$ cat src/hw/rtl/exposure_and_diode_edge_detector_macros.svh
// ---------------------------------------------------------------------------
// exposure and diode edge detector assertion macros
// concurrent check helpers, empty when synthesized
// ---------------------------------------------------------------------------
`ifndef EXPOSURE_AND_DIODE_EDGE_DETECTOR_MACROS_SVH
`define EXPOSURE_AND_DIODE_EDGE_DETECTOR_MACROS_SVH

`ifndef SYNTHESIS
// same-cycle implication, off during reset
`define EDED_ASSERT_SAME(label, clk, rstn, ante, cons) \
    label: assert property (@(posedge clk) disable iff (!(rstn)) (ante) |-> (cons)) \
        else $error("eded check failed");
// next-cycle implication, off during reset
`define EDED_ASSERT_NEXT(label, clk, rstn, ante, cons) \
    label: assert property (@(posedge clk) disable iff (!(rstn)) (ante) |=> (cons)) \
        else $error("eded check failed");
`else
`define EDED_ASSERT_SAME(label, clk, rstn, ante, cons)
`define EDED_ASSERT_NEXT(label, clk, rstn, ante, cons)
`endif

`endif

$ cat src/hw/rtl/eded_pkg.sv
// ---------------------------------------------------------------------------
// eded_pkg
// shared widths, reset values, register map and types of the edge detector
// ---------------------------------------------------------------------------
`default_nettype none

package eded_pkg;

    // sample and timestamp widths
    localparam int SAMPLE_BITS = 16;
    localparam int TIME_BITS   = 32;

    // result field widths
    localparam int OUT_TIME_W = 32;
    localparam int HEIGHT_W   = 16;

    // register widths
    localparam int LEVEL_W = 15;
    localparam int STEP_W  = 16;
    localparam int MINH_W  = 16;

    // compare width: holds a sample difference and any threshold
    localparam int CMP_W = (SAMPLE_BITS + 2 > STEP_W + 2) ? SAMPLE_BITS + 2 : STEP_W + 2;

    // apb port
    localparam int ADDR_W = 4;
    localparam int DATA_W = 32;

    // register indexes (paddr[3:2])
    localparam logic [1:0] REG_CAMERA_LEVEL = 2'd0;
    localparam logic [1:0] REG_RISE_STEP    = 2'd1;
    localparam logic [1:0] REG_MIN_HEIGHT   = 2'd2;

    // register reset values
    localparam logic [LEVEL_W-1:0] CAMERA_LEVEL_RST = LEVEL_W'(14746);
    localparam logic [STEP_W-1:0]  RISE_STEP_RST    = STEP_W'(16);
    localparam logic [MINH_W-1:0]  MIN_HEIGHT_RST   = MINH_W'(164);

    // largest positive sample code
    localparam logic [SAMPLE_BITS-1:0] FULL_SCALE = {1'b0, {(SAMPLE_BITS-1){1'b1}}};

    // largest reported height
    localparam logic signed [CMP_W-1:0] HEIGHT_MAX =
        signed'({{(CMP_W-HEIGHT_W){1'b0}}, {HEIGHT_W{1'b1}}});

    typedef struct packed {
        logic [LEVEL_W-1:0] camera_level;
        logic [STEP_W-1:0]  rise_step;
        logic [MINH_W-1:0]  min_height;
    } cfg_t;

    typedef struct packed {
        logic                  pulse;
        logic [OUT_TIME_W-1:0] start_time;
        logic [HEIGHT_W-1:0]   height;
    } diode_result_t;

    // sign-extend a sample to compare width
    function automatic logic signed [CMP_W-1:0] sext_sample(input logic [SAMPLE_BITS-1:0] s);
        return signed'({{(CMP_W-SAMPLE_BITS){s[SAMPLE_BITS-1]}}, s});
    endfunction

    // zero-extend a 16-bit threshold to compare width
    function automatic logic signed [CMP_W-1:0] zext_thr(input logic [STEP_W-1:0] v);
        return signed'({{(CMP_W-STEP_W){1'b0}}, v});
    endfunction

    // low bits of a timestamp, zero-extended when narrower
    function automatic logic [OUT_TIME_W-1:0] out_time(input logic [TIME_BITS-1:0] t);
        logic [TIME_BITS+OUT_TIME_W-1:0] wide;
        wide = {{OUT_TIME_W{1'b0}}, t};
        return wide[OUT_TIME_W-1:0];
    endfunction

endpackage

`default_nettype wire

$ cat src/hw/rtl/eded_regs.sv
// ---------------------------------------------------------------------------
// eded_regs
// apb configuration registers: camera level, rise step, minimum height
// ---------------------------------------------------------------------------
`default_nettype none

module eded_regs (
    input  wire logic                       aclk,
    input  wire logic                       aresetn,
    input  wire logic                       psel,
    input  wire logic                       penable,
    input  wire logic                       pwrite,
    input  wire logic [eded_pkg::ADDR_W-1:0] paddr,
    input  wire logic [eded_pkg::DATA_W-1:0] pwdata,
    output logic      [eded_pkg::DATA_W-1:0] prdata,
    output logic                            pready,
    output eded_pkg::cfg_t                  cfg
);
    import eded_pkg::*;

    cfg_t       cfg_reg;
    cfg_t       cfg_next;
    logic       wr_en;
    logic [1:0] reg_idx;

    assign pready  = 1'b1;
    assign wr_en   = psel & penable & pwrite;
    assign reg_idx = paddr[3:2];
    assign cfg     = cfg_reg;

    // write decode
    always_comb begin
        cfg_next = cfg_reg;
        if (wr_en) begin
            case (reg_idx)
                REG_CAMERA_LEVEL: cfg_next.camera_level = pwdata[LEVEL_W-1:0];
                REG_RISE_STEP:    cfg_next.rise_step    = pwdata[STEP_W-1:0];
                REG_MIN_HEIGHT:   cfg_next.min_height   = pwdata[MINH_W-1:0];
                default:          cfg_next = cfg_reg;
            endcase
        end
    end

    always_ff @(posedge aclk) begin
        if (!aresetn) begin
            cfg_reg.camera_level <= CAMERA_LEVEL_RST;
            cfg_reg.rise_step    <= RISE_STEP_RST;
            cfg_reg.min_height   <= MIN_HEIGHT_RST;
        end else begin
            cfg_reg <= cfg_next;
        end
    end

    // read mux
    always_comb begin
        case (reg_idx)
            REG_CAMERA_LEVEL: prdata = {{(DATA_W-LEVEL_W){1'b0}}, cfg_reg.camera_level};
            REG_RISE_STEP:    prdata = {{(DATA_W-STEP_W){1'b0}}, cfg_reg.rise_step};
            REG_MIN_HEIGHT:   prdata = {{(DATA_W-MINH_W){1'b0}}, cfg_reg.min_height};
            default:          prdata = '0;
        endcase
    end

endmodule

`default_nettype wire

$ cat src/hw/rtl/eded_camera.sv
// ---------------------------------------------------------------------------
// eded_camera
// exposure channel: edge on rise above the level, re-arm below it
// ---------------------------------------------------------------------------
`default_nettype none

module eded_camera (
    input  wire logic                            aclk,
    input  wire logic                            aresetn,
    input  wire logic                            step,
    input  wire logic [eded_pkg::SAMPLE_BITS-1:0] camera_sample,
    input  wire eded_pkg::cfg_t                  cfg,
    output logic                                 camera_edge
);
    import eded_pkg::*;

    logic                    high_reg;
    logic                    high_next;
    logic signed [CMP_W-1:0] cam;
    logic signed [CMP_W-1:0] lvl;

    assign cam = sext_sample(camera_sample);
    assign lvl = zext_thr({{(STEP_W-LEVEL_W){1'b0}}, cfg.camera_level});

    // level compare with hysteresis-free re-arm, equal level holds state
    always_comb begin
        high_next   = high_reg;
        camera_edge = 1'b0;
        if (cam < lvl && high_reg) begin
            high_next = 1'b0;
        end else if (cam > lvl && !high_reg) begin
            high_next   = 1'b1;
            camera_edge = 1'b1;
        end
    end

    always_ff @(posedge aclk) begin
        if (!aresetn) begin
            high_reg <= 1'b0;
        end else if (step) begin
            high_reg <= high_next;
        end
    end

endmodule

`default_nettype wire

$ cat src/hw/rtl/eded_diode.sv
// ---------------------------------------------------------------------------
// eded_diode
// photodiode channel: slope-triggered rise tracking and pulse report
// ---------------------------------------------------------------------------
`default_nettype none

module eded_diode (
    input  wire logic                            aclk,
    input  wire logic                            aresetn,
    input  wire logic                            step,
    input  wire logic [eded_pkg::SAMPLE_BITS-1:0] diode_sample,
    input  wire logic [eded_pkg::TIME_BITS-1:0]   sample_count,
    input  wire eded_pkg::cfg_t                  cfg,
    output eded_pkg::diode_result_t              result
);
    import eded_pkg::*;

    logic                   rising_reg;
    logic                   rising_next;
    logic [SAMPLE_BITS-1:0] last_reg;
    logic [SAMPLE_BITS-1:0] baseline_reg;
    logic [SAMPLE_BITS-1:0] baseline_next;
    logic [TIME_BITS-1:0]   start_reg;
    logic [TIME_BITS-1:0]   start_next;

    logic signed [CMP_W-1:0] diff;
    logic signed [CMP_W-1:0] height;
    logic                    step_up;
    logic                    tall;
    logic                    sat;

    // slope and height arithmetic
    assign diff    = sext_sample(diode_sample) - sext_sample(last_reg);
    assign height  = sext_sample(last_reg) - sext_sample(baseline_reg);
    assign step_up = diff > zext_thr(cfg.rise_step);
    assign tall    = height > zext_thr(cfg.min_height);
    assign sat     = height > HEIGHT_MAX;

    // rise tracking and pulse report
    always_comb begin
        rising_next   = rising_reg;
        baseline_next = baseline_reg;
        start_next    = start_reg;
        result        = '0;
        if (step_up) begin
            if (!rising_reg) begin
                rising_next   = 1'b1;
                start_next    = sample_count;
                baseline_next = last_reg;
            end
        end else if (rising_reg) begin
            rising_next = 1'b0;
            if (tall) begin
                result.pulse      = 1'b1;
                result.start_time = out_time(start_reg);
                result.height     = sat ? {HEIGHT_W{1'b1}} : height[HEIGHT_W-1:0];
            end
        end
    end

    // control state
    always_ff @(posedge aclk) begin
        if (!aresetn) begin
            rising_reg <= 1'b0;
            last_reg   <= FULL_SCALE;
        end else if (step) begin
            rising_reg <= rising_next;
            last_reg   <= diode_sample;
        end
    end

    // rise payload, written on rise start
    always_ff @(posedge aclk) begin
        if (step) begin
            baseline_reg <= baseline_next;
            start_reg    <= start_next;
        end
    end

endmodule

`default_nettype wire

$ cat src/hw/rtl/exposure_and_diode_edge_detector.sv
// ---------------------------------------------------------------------------
// exposure_and_diode_edge_detector
// camera exposure edge and photodiode pulse detector on a two-channel scan
// ---------------------------------------------------------------------------
//  channel | ports                          | direction
//  --------+--------------------------------+----------
//  scan in | s_valid/s_ready, s_*_sample    | in
//  result  | m_valid/m_ready, m_* fields    | out
//  config  | apb psel/penable/pwrite/paddr  | in
//
//  one item per cycle while m_ready stays high; m_valid rises once an accepted item
//  moves from the input register into the result register, where it can be taken
//  the item sits in an input register, channel logic runs between it and the
//  result register, and channel state updates as the item moves into that register
//  a stalled result holds the input register; s_ready stays high while it is empty
//  reset is synchronous active low; no clearing pass
// ---------------------------------------------------------------------------
`default_nettype none

`include "exposure_and_diode_edge_detector_macros.svh"

module exposure_and_diode_edge_detector (
    input  wire logic                             aclk,
    input  wire logic                             aresetn,
    // scan input
    input  wire logic                             s_valid,
    output logic                                  s_ready,
    input  wire logic [eded_pkg::SAMPLE_BITS-1:0] s_diode_sample,
    input  wire logic [eded_pkg::SAMPLE_BITS-1:0] s_camera_sample,
    // result output
    output logic                                  m_valid,
    input  wire logic                             m_ready,
    output logic                                  m_camera_edge,
    output logic      [eded_pkg::OUT_TIME_W-1:0]  m_camera_time,
    output logic                                  m_diode_pulse,
    output logic      [eded_pkg::OUT_TIME_W-1:0]  m_diode_start_time,
    output logic      [eded_pkg::HEIGHT_W-1:0]    m_diode_height,
    // configuration
    input  wire logic                             psel,
    input  wire logic                             penable,
    input  wire logic                             pwrite,
    input  wire logic [eded_pkg::ADDR_W-1:0]      paddr,
    input  wire logic [eded_pkg::DATA_W-1:0]      pwdata,
    output logic      [eded_pkg::DATA_W-1:0]      prdata,
    output logic                                  pready
);
    import eded_pkg::*;

    cfg_t cfg;

    // input register
    logic                   in_valid_reg;
    logic [SAMPLE_BITS-1:0] diode_in_reg;
    logic [SAMPLE_BITS-1:0] camera_in_reg;

    // result register
    logic                  out_valid_reg;
    logic                  cam_edge_reg;
    logic [OUT_TIME_W-1:0] cam_time_reg;
    diode_result_t         diode_res_reg;

    logic [TIME_BITS-1:0] sample_count_reg;
    logic                 advance;
    logic                 cam_edge;
    diode_result_t        diode_res;

    // handshake
    assign advance = in_valid_reg & (~out_valid_reg | m_ready);
    assign s_ready = ~in_valid_reg | advance;

    eded_regs u_regs (
        .aclk    (aclk),
        .aresetn (aresetn),
        .psel    (psel),
        .penable (penable),
        .pwrite  (pwrite),
        .paddr   (paddr),
        .pwdata  (pwdata),
        .prdata  (prdata),
        .pready  (pready),
        .cfg     (cfg)
    );

    eded_camera u_camera (
        .aclk          (aclk),
        .aresetn       (aresetn),
        .step          (advance),
        .camera_sample (camera_in_reg),
        .cfg           (cfg),
        .camera_edge   (cam_edge)
    );

    eded_diode u_diode (
        .aclk         (aclk),
        .aresetn      (aresetn),
        .step         (advance),
        .diode_sample (diode_in_reg),
        .sample_count (sample_count_reg),
        .cfg          (cfg),
        .result       (diode_res)
    );

    // input stage control
    always_ff @(posedge aclk) begin
        if (!aresetn) begin
            in_valid_reg <= 1'b0;
        end else if (s_ready) begin
            in_valid_reg <= s_valid;
        end
    end

    // input stage payload
    always_ff @(posedge aclk) begin
        if (s_valid && s_ready) begin
            diode_in_reg  <= s_diode_sample;
            camera_in_reg <= s_camera_sample;
        end
    end

    // timestamp counter, wraps
    always_ff @(posedge aclk) begin
        if (!aresetn) begin
            sample_count_reg <= '0;
        end else if (advance) begin
            sample_count_reg <= sample_count_reg + TIME_BITS'(1);
        end
    end

    // result stage control
    always_ff @(posedge aclk) begin
        if (!aresetn) begin
            out_valid_reg <= 1'b0;
        end else if (advance) begin
            out_valid_reg <= 1'b1;
        end else if (m_ready) begin
            out_valid_reg <= 1'b0;
        end
    end

    // result stage payload
    always_ff @(posedge aclk) begin
        if (advance) begin
            cam_edge_reg  <= cam_edge;
            cam_time_reg  <= cam_edge ? out_time(sample_count_reg) : '0;
            diode_res_reg <= diode_res;
        end
    end

    assign m_valid            = out_valid_reg;
    assign m_camera_edge      = cam_edge_reg;
    assign m_camera_time      = cam_time_reg;
    assign m_diode_pulse      = diode_res_reg.pulse;
    assign m_diode_start_time = diode_res_reg.start_time;
    assign m_diode_height     = diode_res_reg.height;

    // checks
    `EDED_ASSERT_SAME(a_cam_time_zero, aclk, aresetn, m_valid && !m_camera_edge, m_camera_time == '0)
    `EDED_ASSERT_SAME(a_pulse_zero, aclk, aresetn, m_valid && !m_diode_pulse, m_diode_start_time == '0 && m_diode_height == '0)
    `EDED_ASSERT_SAME(a_pulse_tall, aclk, aresetn, m_valid && m_diode_pulse, m_diode_height > cfg.min_height)
    `EDED_ASSERT_NEXT(a_item_held, aclk, aresetn, in_valid_reg && !advance, in_valid_reg)

endmodule

`default_nettype wire

$ cat config.mk
export PLATFORM = sky130hd
export DESIGN_NAME = exposure_and_diode_edge_detector
export DESIGN_NICKNAME = d
export VERILOG_FILES = /design/src/hw/rtl/eded_pkg.sv /design/src/hw/rtl/eded_regs.sv /design/src/hw/rtl/eded_camera.sv /design/src/hw/rtl/eded_diode.sv /design/src/hw/rtl/exposure_and_diode_edge_detector.sv
export VERILOG_INCLUDE_DIRS = /design/src /design/src/hw/rtl
export SDC_FILE = /design/constraint.sdc
export NUM_CORES = 1
export LEC_CHECK = 0
export BUFFER_PORTS_ARGS = -buffer_cell sky130_fd_sc_hd__buf_2
export CORE_ASPECT_RATIO = 0.6
export CORE_MARGIN = 2
export CORE_UTILIZATION = 50
export DETAILED_ROUTE_END_ITERATION = 16
export PLACE_DENSITY_LB_ADDON = 0.25
export SYNTH_ARGS = -nofsm -noshare
export SYNTH_HDL_FRONTEND = slang
export SYNTH_SLANG_ARGS = --single-unit
$ cat constraint.sdc
create_clock -name aclk -period 10.6 [get_ports aclk]
set_input_delay 0.53 -clock aclk [delete_from_list [all_inputs] [get_ports aclk]]
set_output_delay 0.53 -clock aclk [all_outputs]
set_load 0.005 [all_outputs]
==> results by group, run 1 <==
Status
  • Result of the run: complete, no violations

Die
  • Number of ports placed on the die boundary: 192
  • Die extent in y: 127 um
  • Count of standard-cell rows: 45
  • Horizontal die dimension: 209 um
  • CORE AREA: 0.0251 mm^2
  • Total die area: 0.0266 mm^2
  • Initial cell density of the core: 0.505

Setup path
  • Crit path capture type: flop
  • Worst setup path class: flop to flop
  • Number of buffers and inverters on the critical path: 2
  • Critical path's largest stage delay: 650 ps
  • Total number of cells along the worst setup path: 18
  • Kind of start point of the critical path: flop
  • WP data required: 10810 ps
  • Slowest stage cell, crit path: sky130_fd_sc_hd__nor4_1
  • Cells traversed along the worst timing path: inv_1 > ha_1 > fa_1 > nor2b_1 > o21ai_1 > a21boi_1 > o41ai_1 > a21boi_1 > o21ai_0 > o311ai_0 > ha_1 > nand2_1 > nor4_1 > a21boi_0 > o41ai_1 > o211ai_1 > buf_4 > nor3b_2
  • FF-to-FF path depth: 18
  • Data arrival time of the worst path: 5710 ps
  • CP top delay family: compound AO/OA/AOI/OAI gates
  • Maximum fanout encountered on the critical timing path: 49

Place
  • Post-Place Setup Slack: 5240 ps
  • Area post-placement: 0.0136 mm^2
  • RD Place Congestion: 0.835
  • Count of buffers inserted at the top-level ports: 156
  • Placed wire-length estimate after detailed placement: 19.8 mm

Global route
  • Global-route wire length before repair: 45.1 mm
  • Overflow left after global routing: 0
  • Vias in the first global route: 8216
  • Global-route usage over all layers: 0.215
  • Maximum number of pins on one net before global-route repair: 100
  • Number of antenna violations at the first check in global routing: 0

Timing
  • Max-slew violations: 0
  • Unrepaired setup endpoints after global routing: false
  • Achievable frequency: 182 MHz
  • Number of hold violations in the final report: 0
  • Setup-violating endpoint count in the final report: 0
  • Period minus WS final: 5510 ps
  • Fin Clk Skew: 10.2 ps
  • Setup WS post-layout: 5090 ps
  • Final critical-path share of the clock period: 0.520
  • Final TNS setup: 0 ps
  • Worst-Margin Slew: 1250 ps
  • Max-Slew Margin vs Limit: 0.164

Detailed routing
  • Number of nets with antenna violations after routing: 0
  • DRC Markers: 0
  • Total Routed Length: 28.5 mm
  • Detail-routed net length per standard cell: 17.1 um
  • Via count: 8784
  • Violation count after the first detailed-route iteration: 671
  • Routed via count divided by cell count: 5.27
  • First-pass DRT Iterations: 5

Synthesis
  • Number of enable-type register cells in the synthesized netlist: 162
  • Number of instances in the synthesized netlist: 1176
  • Number of unique standard cell types used by synthesis: 65
  • Dominant cell by count in the synthesized netlist: sky130_fd_sc_hd__edfxtp_1
  • Library cell occupying the most area in the post-synthesis netlist: sky130_fd_sc_hd__edfxtp_1
  • Prevailing post-synth register cell: sky130_fd_sc_hd__edfxtp_1
  • Area of the mapped netlist: 0.0126 mm^2
  • Post-synthesis async set-or-reset flop share: 0
  • Seq/Total Area, Yosys: 0.541
  • Largest cells by area after synthesis: sky130_fd_sc_hd__edfxtp_1 (38%), sky130_fd_sc_hd__dfxtp_1 (16%), sky130_fd_sc_hd__ha_1 (7.9%), sky130_fd_sc_hd__nand2_1 (4.5%), sky130_fd_sc_hd__inv_1 (3.6%)
  • #FFs+latches synth: 261
  • Syn Area/Cell: 10.8 um^2
  • Commonest cells in the synthesized netlist: sky130_fd_sc_hd__edfxtp_1 (162), sky130_fd_sc_hd__nand2_1 (153), sky130_fd_sc_hd__inv_1 (122), sky130_fd_sc_hd__dfxtp_1 (99), sky130_fd_sc_hd__ha_1 (80)
  • Area share of the leading cell type in the synthesized netlist: 0.385
  • Warnings, synthesis: 0

Clock tree
  • H-tree level count: 1
  • Post-CTS Setup Repair Bufs: 0
  • Clock latency of the later-clocked register in the worst-skew pair: 530 ps
  • Maximum count of clock buffers along a single path: 3
  • Worst-path clk slew: 60 ps
  • Num CTS Buffers: 26
  • Hold bufs inserted after CTS: 0
  • Post-CTS Resized: 0
  • Clock sinks: 261
  • Root buf cell: sky130_fd_sc_hd__clkbuf_16
  • TritonCTS clock tree: yes

Power and ir drop
  • Overall power consumption: 2.38 mW
  • Pwr per Cell Area: 163 mW/mm^2
  • Reported leakage power: 5.78 nW
  • Largest vdd supply drop: 0.101 mV

Cells and area
  • Area occupied by multi-input gates: 0.00508 mm^2
  • Final design area excluding fillers: 0.0145 mm^2
  • Filler Cell Count: 2138
  • FF/Latch Area: 0.00685 mm^2
  • Nets@finish: 1474
  • Layout cell share with drive strength beyond 1: 0.174
  • Area delta synth->final: 15.0%
  • Max FFs per register: 47
  • Antenna diode instance count: 0

Min path
  • Hold Path Cell Cnt: 1
  • Worst hold path class: primary input to flop

Run
  • Max-cap violations: 0
-- metrics by stage --
step	util	cells	hold WS [ps]
finish	0.580	1666	177
floorplan	-	1191	422
global route	0.580	1666	148
CTS	0.580	1666	153
detailed placement	0.545	1618	442
global placement	0.545	1618	437
-- final timing paths --
check                                                       start                          endpoint  slack, ps
worst min-delay path                          s_camera_sample[12]       camera_in_reg[12]$_DFFE_PP_        180
worst min register to register  sample_count_reg[14]$_SDFFE_PN0P_   u_diode.start_reg[14]$_DFFE_PP_        460
worst max-delay path                    diode_in_reg[0]$_DFFE_PP_  m_diode_height[12]$_SDFFCE_PP0P_       5090
worst max register to register          diode_in_reg[0]$_DFFE_PP_  m_diode_height[12]$_SDFFCE_PP0P_       5090
-- cell usage in the layout, fill, tap and decap left out, types with 33 or more instances in the layout --
cell type                  count
sky130_fd_sc_hd__o21ai_0      33
sky130_fd_sc_hd__nor3b_1      40
sky130_fd_sc_hd__a21boi_0     41
sky130_fd_sc_hd__ha_1         80
sky130_fd_sc_hd__dfxtp_1      99
sky130_fd_sc_hd__inv_1       122
sky130_fd_sc_hd__nand2_1     153
sky130_fd_sc_hd__edfxtp_1    162
sky130_fd_sc_hd__buf_2       156
sky130_fd_sc_hd__nor3_1       39
sky130_fd_sc_hd__xnor2_1      46
-- worst reg2reg max path: cells and delay by family (launching register included) --
family          cells  cell delay, ps
compound gates      9            2450
fa+ha+maj           3             740
buf+inv             2             650
flops               1             360
simple gates        4             990
-- power breakdown --
group / switching, mW / internal, mW / total, mW
registers: 0.0158 / 1.11 / 1.13
clock network: 0.388 / 0.565 / 0.954
logic: 0.177 / 0.117 / 0.294
-- kinds of logic after synthesis --
logic type	share of synthesized area
buffers and inverters	0.0633
xor gates and xnor gates	0.0360
AOI/OAI and AO/OA	0.105
other	0.000594
DFF	0.541
and+or+nand+nor	0.159
adders and majority gates	0.0823
muxes	0.0119
-- routing by layer --
| metal | track usage | wire length, um | vias to the layer above |
|---|---|---|---|
| li1 | - | - | 4363 |
| met1 | 0.352 | 15400 | 4172 |
| met2 | 0.298 | 11200 | 218 |
| met3 | 0.0381 | 1570 | 31 |
| met4 | 0.0303 | 327 | 0 |
| met5 | 0 | 0 | - |
-- area by class of cell --
cell class	count	share of cell area
multi-input combinational	740	0.349
timing repair buffer	165	0.0583
tap	329	0.0283
clock buffer	33	0.0508
clock inverter	15	0.0106
inverter	123	0.0319
sequential	261	0.471
Note: power is estimated with default switching activity, not from simulation.
==> run 2: changes to the inputs <==
Clock period 10.6 ns to 4.5 ns, I/O delays scaled along.
==> results by group, run 2 (synthesis gave the netlist of run 1 again) <==
Power and ir drop
  • Share of power burned in registers: 0.467 (-0.008)
  • Internal Dissipation: 4.26 mW (+140%)
  • Largest vdd supply drop: 0.281 mV (+180%)
  • Share of total power consumed by net switching: 0.253 (+0.00845)
  • Pwr per Cell Area: 368 mW/mm^2 (+120%)
  • Comb power frac: 0.144 (+0.020)
  • Reported leakage power: 6.15 nW (+6.6%)
  • Switching power of the nets: 1.44 mW (+150%)
  • Clock power frac: 0.389 (-0.012)

Setup path
  • Crit path capture type: flop
  • Number of buffers and inverters on the critical path: 2 (unchanged)
  • Kind of start point of the critical path: flop
  • Data arrival time of the worst path: 4620 ps (-1090 ps)
  • Reg-to-reg setup timing slack: 140 ps (-4950 ps)
  • Launch instance of the worst register-to-register path: diode_in_reg[1]$_DFFE_PP_
  • Slowest stage cell, crit path: sky130_fd_sc_hd__edfxtp_1
  • Worst setup path class: flop to flop
  • Maximum fanout encountered on the critical timing path: 6 (-88%)
  • Crit. Startpoint: diode_in_reg[1]$_DFFE_PP_
  • Cells traversed along the worst timing path: ha_1 > nor2b_1 > o21ai_1 > a21o_1 > a31oi_4 > a21o_1 > a41o_1 > o41ai_2 > xnor2_1 > ha_1 > nand2_2 > nor4_4 > a21boi_4 > o41ai_4 > o211ai_1 > buf_4 > buf_12 > nor3b_2
  • CP top delay family: compound AO/OA/AOI/OAI gates
  • FF-to-FF path depth: 18 (unchanged)
  • Critical path's largest stage delay: 390 ps (-260 ps)
  • WP data required: 4760 ps (-6050 ps)
  • Endpoint of the worst register-to-register path: m_diode_height[13]$_SDFFCE_PP0P_

Timing
  • Setup-violating endpoint count in the final report: 0 (unchanged)
  • Final critical-path share of the clock period: 0.969 (+0.449)
  • Achievable frequency: 229 MHz (+26%)
  • Period minus WS final: 4360 ps (-1150 ps)
  • Max-Slew Margin vs Limit: 0.162 (-0.00187)
  • Number of hold violations in the final report: 0 (unchanged)
  • Worst-Margin Slew: 1250 ps (+2.79 ps)
  • Fin Clk Skew: 14.9 ps (+4.71 ps)
  • Max-slew violations: 0 (unchanged)
  • Setup WS post-layout: 141 ps (-4950 ps)

Cells and area
  • Final core utilization: 0.619 (+0.0383)
  • Area delta synth->final: 22.6%
  • Most frequent standard cell in the layout excluding fill and tap cells: sky130_fd_sc_hd__edfxtp_1
  • FF/Latch Area: 0.00685 mm^2 (about the same)
  • Max FFs per register: 47 (unchanged)
  • Filler Cell Count: 2034 (-4.9%)
  • Non-filler instance count after layout: 1736 (+4.2%)
  • Layout cell share with drive strength beyond 1: 0.206 (+0.0313)
  • Highest-count cells in the layout ignoring fill and taps: sky130_fd_sc_hd__edfxtp_1 (162), sky130_fd_sc_hd__buf_2 (156), sky130_fd_sc_hd__nand2_1 (151), sky130_fd_sc_hd__inv_1 (121), sky130_fd_sc_hd__dfxtp_1 (98)
  • Nets@finish: 1545 (+4.8%)
  • Area occupied by multi-input gates: 0.00534 mm^2 (+5.1%)

Min path
  • Source of the worst hold timing path: m_ready
  • Worst hold path class: primary input to flop
  • Hold worst-path end: m_valid$_SDFFE_PN0P_
  • Hold Path Cell Cnt: 3 (+2)

Global route
  • Vias in the first global route: 8625 (+5.0%)
  • Number of antenna violations at the first check in global routing: 0 (unchanged)
  • Global-route wire length before repair: 47.1 mm (+4.5%)
  • Overflow left after global routing: 0 (unchanged)
  • Global-route usage over all layers: 0.224 (+0.00869)
  • Maximum number of pins on one net before global-route repair: 68 (-32%)

Die
  • Horizontal die dimension: 209 um (unchanged)
  • CORE AREA: 0.0251 mm^2 (unchanged)
  • Initial cell density of the core: 0.505 (unchanged)
  • Total die area: 0.0266 mm^2 (unchanged)
  • Number of ports placed on the die boundary: 192 (unchanged)
  • Die extent in y: 127 um (unchanged)
  • Count of standard-cell rows: 45 (unchanged)

Clock tree
  • Root buf cell: sky130_fd_sc_hd__clkbuf_16
  • Worst-path clk slew: 70 ps (about the same)
  • Num CTS Buffers: 25 (-3.8%)
  • TritonCTS clock tree: yes
  • H-tree level count: 1 (unchanged)
  • Clock latency of the later-clocked register in the worst-skew pair: 530 ps (about the same)
  • Maximum count of clock buffers along a single path: 3 (unchanged)
  • Clock sinks: 261 (unchanged)

Run
  • Max-cap violations: 0 (unchanged)

Detailed routing
  • Violation count after the first detailed-route iteration: 639 (-4.8%)
  • Total Routed Length: 30.7 mm (+7.7%)
  • Detail-routed net length per standard cell: 17.7 um (+3.3%)
  • Number of nets with antenna violations after routing: 0 (unchanged)
  • First-pass DRT Iterations: 5 (unchanged)
  • DRC Markers: 0 (unchanged)
  • Via count: 9207 (+4.8%)
  • Routed via count divided by cell count: 5.30 (+0.59%)

Place
  • RD Place Congestion: 0.836 (+0.19%)
  • Post-Place Setup Slack: 207 ps (-5030 ps)
  • Count of buffers inserted at the top-level ports: 156 (unchanged)
  • Number of placed instances, taps included: 1631 (+0.80%)
  • Placed wire-length estimate after detailed placement: 20.8 mm (+5.2%)

Status
  • Result of the run: complete, no violations
==> run 2: stage by stage <==
| stage | TNS [ps] | hold WS [ps] | power [mW] | instance area (um^2) |
|---|---|---|---|---|
| after floorplan | -20790 | 324 | 3.21 | 12800 |
| after global routing | -11.0 | 63.5 | 5.90 | 15500 |
| after detailed placement | 0 | 403 | 3.45 | 13800 |
| after global placement | 0 | 402 | 3.43 | 13800 |
| final | 0 | 74.5 | 5.70 | 15500 |
| after CTS | 0 | 56.8 | 5.67 | 15200 |
==> run 2: cell type report <==
type | instances | area share
Antenna cell | 1 | 0.000161
Clock buffer | 30 | 0.0429
Clock inverter | 15 | 0.0114
Inverter | 123 | 0.0300
Multi-Input combinational cell | 740 | 0.344
Sequential cell | 261 | 0.442
Tap cell | 329 | 0.0266
Timing Repair Buffer | 237 | 0.103
==> run 2: worst reg2reg max path, delay by kind of cell, from the launching register on <==
kind | cells | cell delay (ps)
AO/OA/AOI/OAI | 9 | 1900
AND/OR/NAND/NOR | 4 | 590
XOR/XNOR | 1 | 140
buffers and inverters | 2 | 450
adder cells (fa/ha/maj) | 2 | 620
flip-flops | 1 | 390
==> run 2: power by group through the flow <==
stage,sequential (mW),clock (mW),combinational [mW]
after global placement,2.71,0,0.719
after floorplan,2.71,0,0.504
after global routing,2.67,2.33,0.908
final,2.66,2.21,0.823
after CTS,2.66,2.24,0.773
after detailed placement,2.71,0,0.734
==> run 2: layer usage <==
layer / vias up / GRT usage / wire [um]
met4: 0 / 0.0450 / 538
li1: 4494 / - / -
met5: - / 0 / 0
met1: 4443 / 0.361 / 16200
met3: 39 / 0.0317 / 1410
met2: 231 / 0.316 / 12500
==> run 2: worst max path at each step <==
| stage | endpoint | depth (start not counted) |
|---|---|---|
| after floorplan | u_diode.baseline_reg[0]$_DFFE_PP_ | 17 |
| after global placement | m_diode_height[2]$_SDFFCE_PP0P_ | 17 |
| after detailed placement | m_diode_height[6]$_SDFFCE_PP0P_ | 17 |
| after CTS | m_diode_start_time[8]$_SDFFCE_PP0P_ | 17 |
| after global routing | m_diode_start_time[19]$_SDFFCE_PP0P_ | 19 |
| final | m_diode_height[13]$_SDFFCE_PP0P_ | 18 |
==> run 2: repair_timing <==
item	in CTS	in global routing
hold buffers	49	0
endpoints found under the hold margin	80	0
setup endpoints to repair	0	97
resized for setup	0	38
buffers inserted	0	6
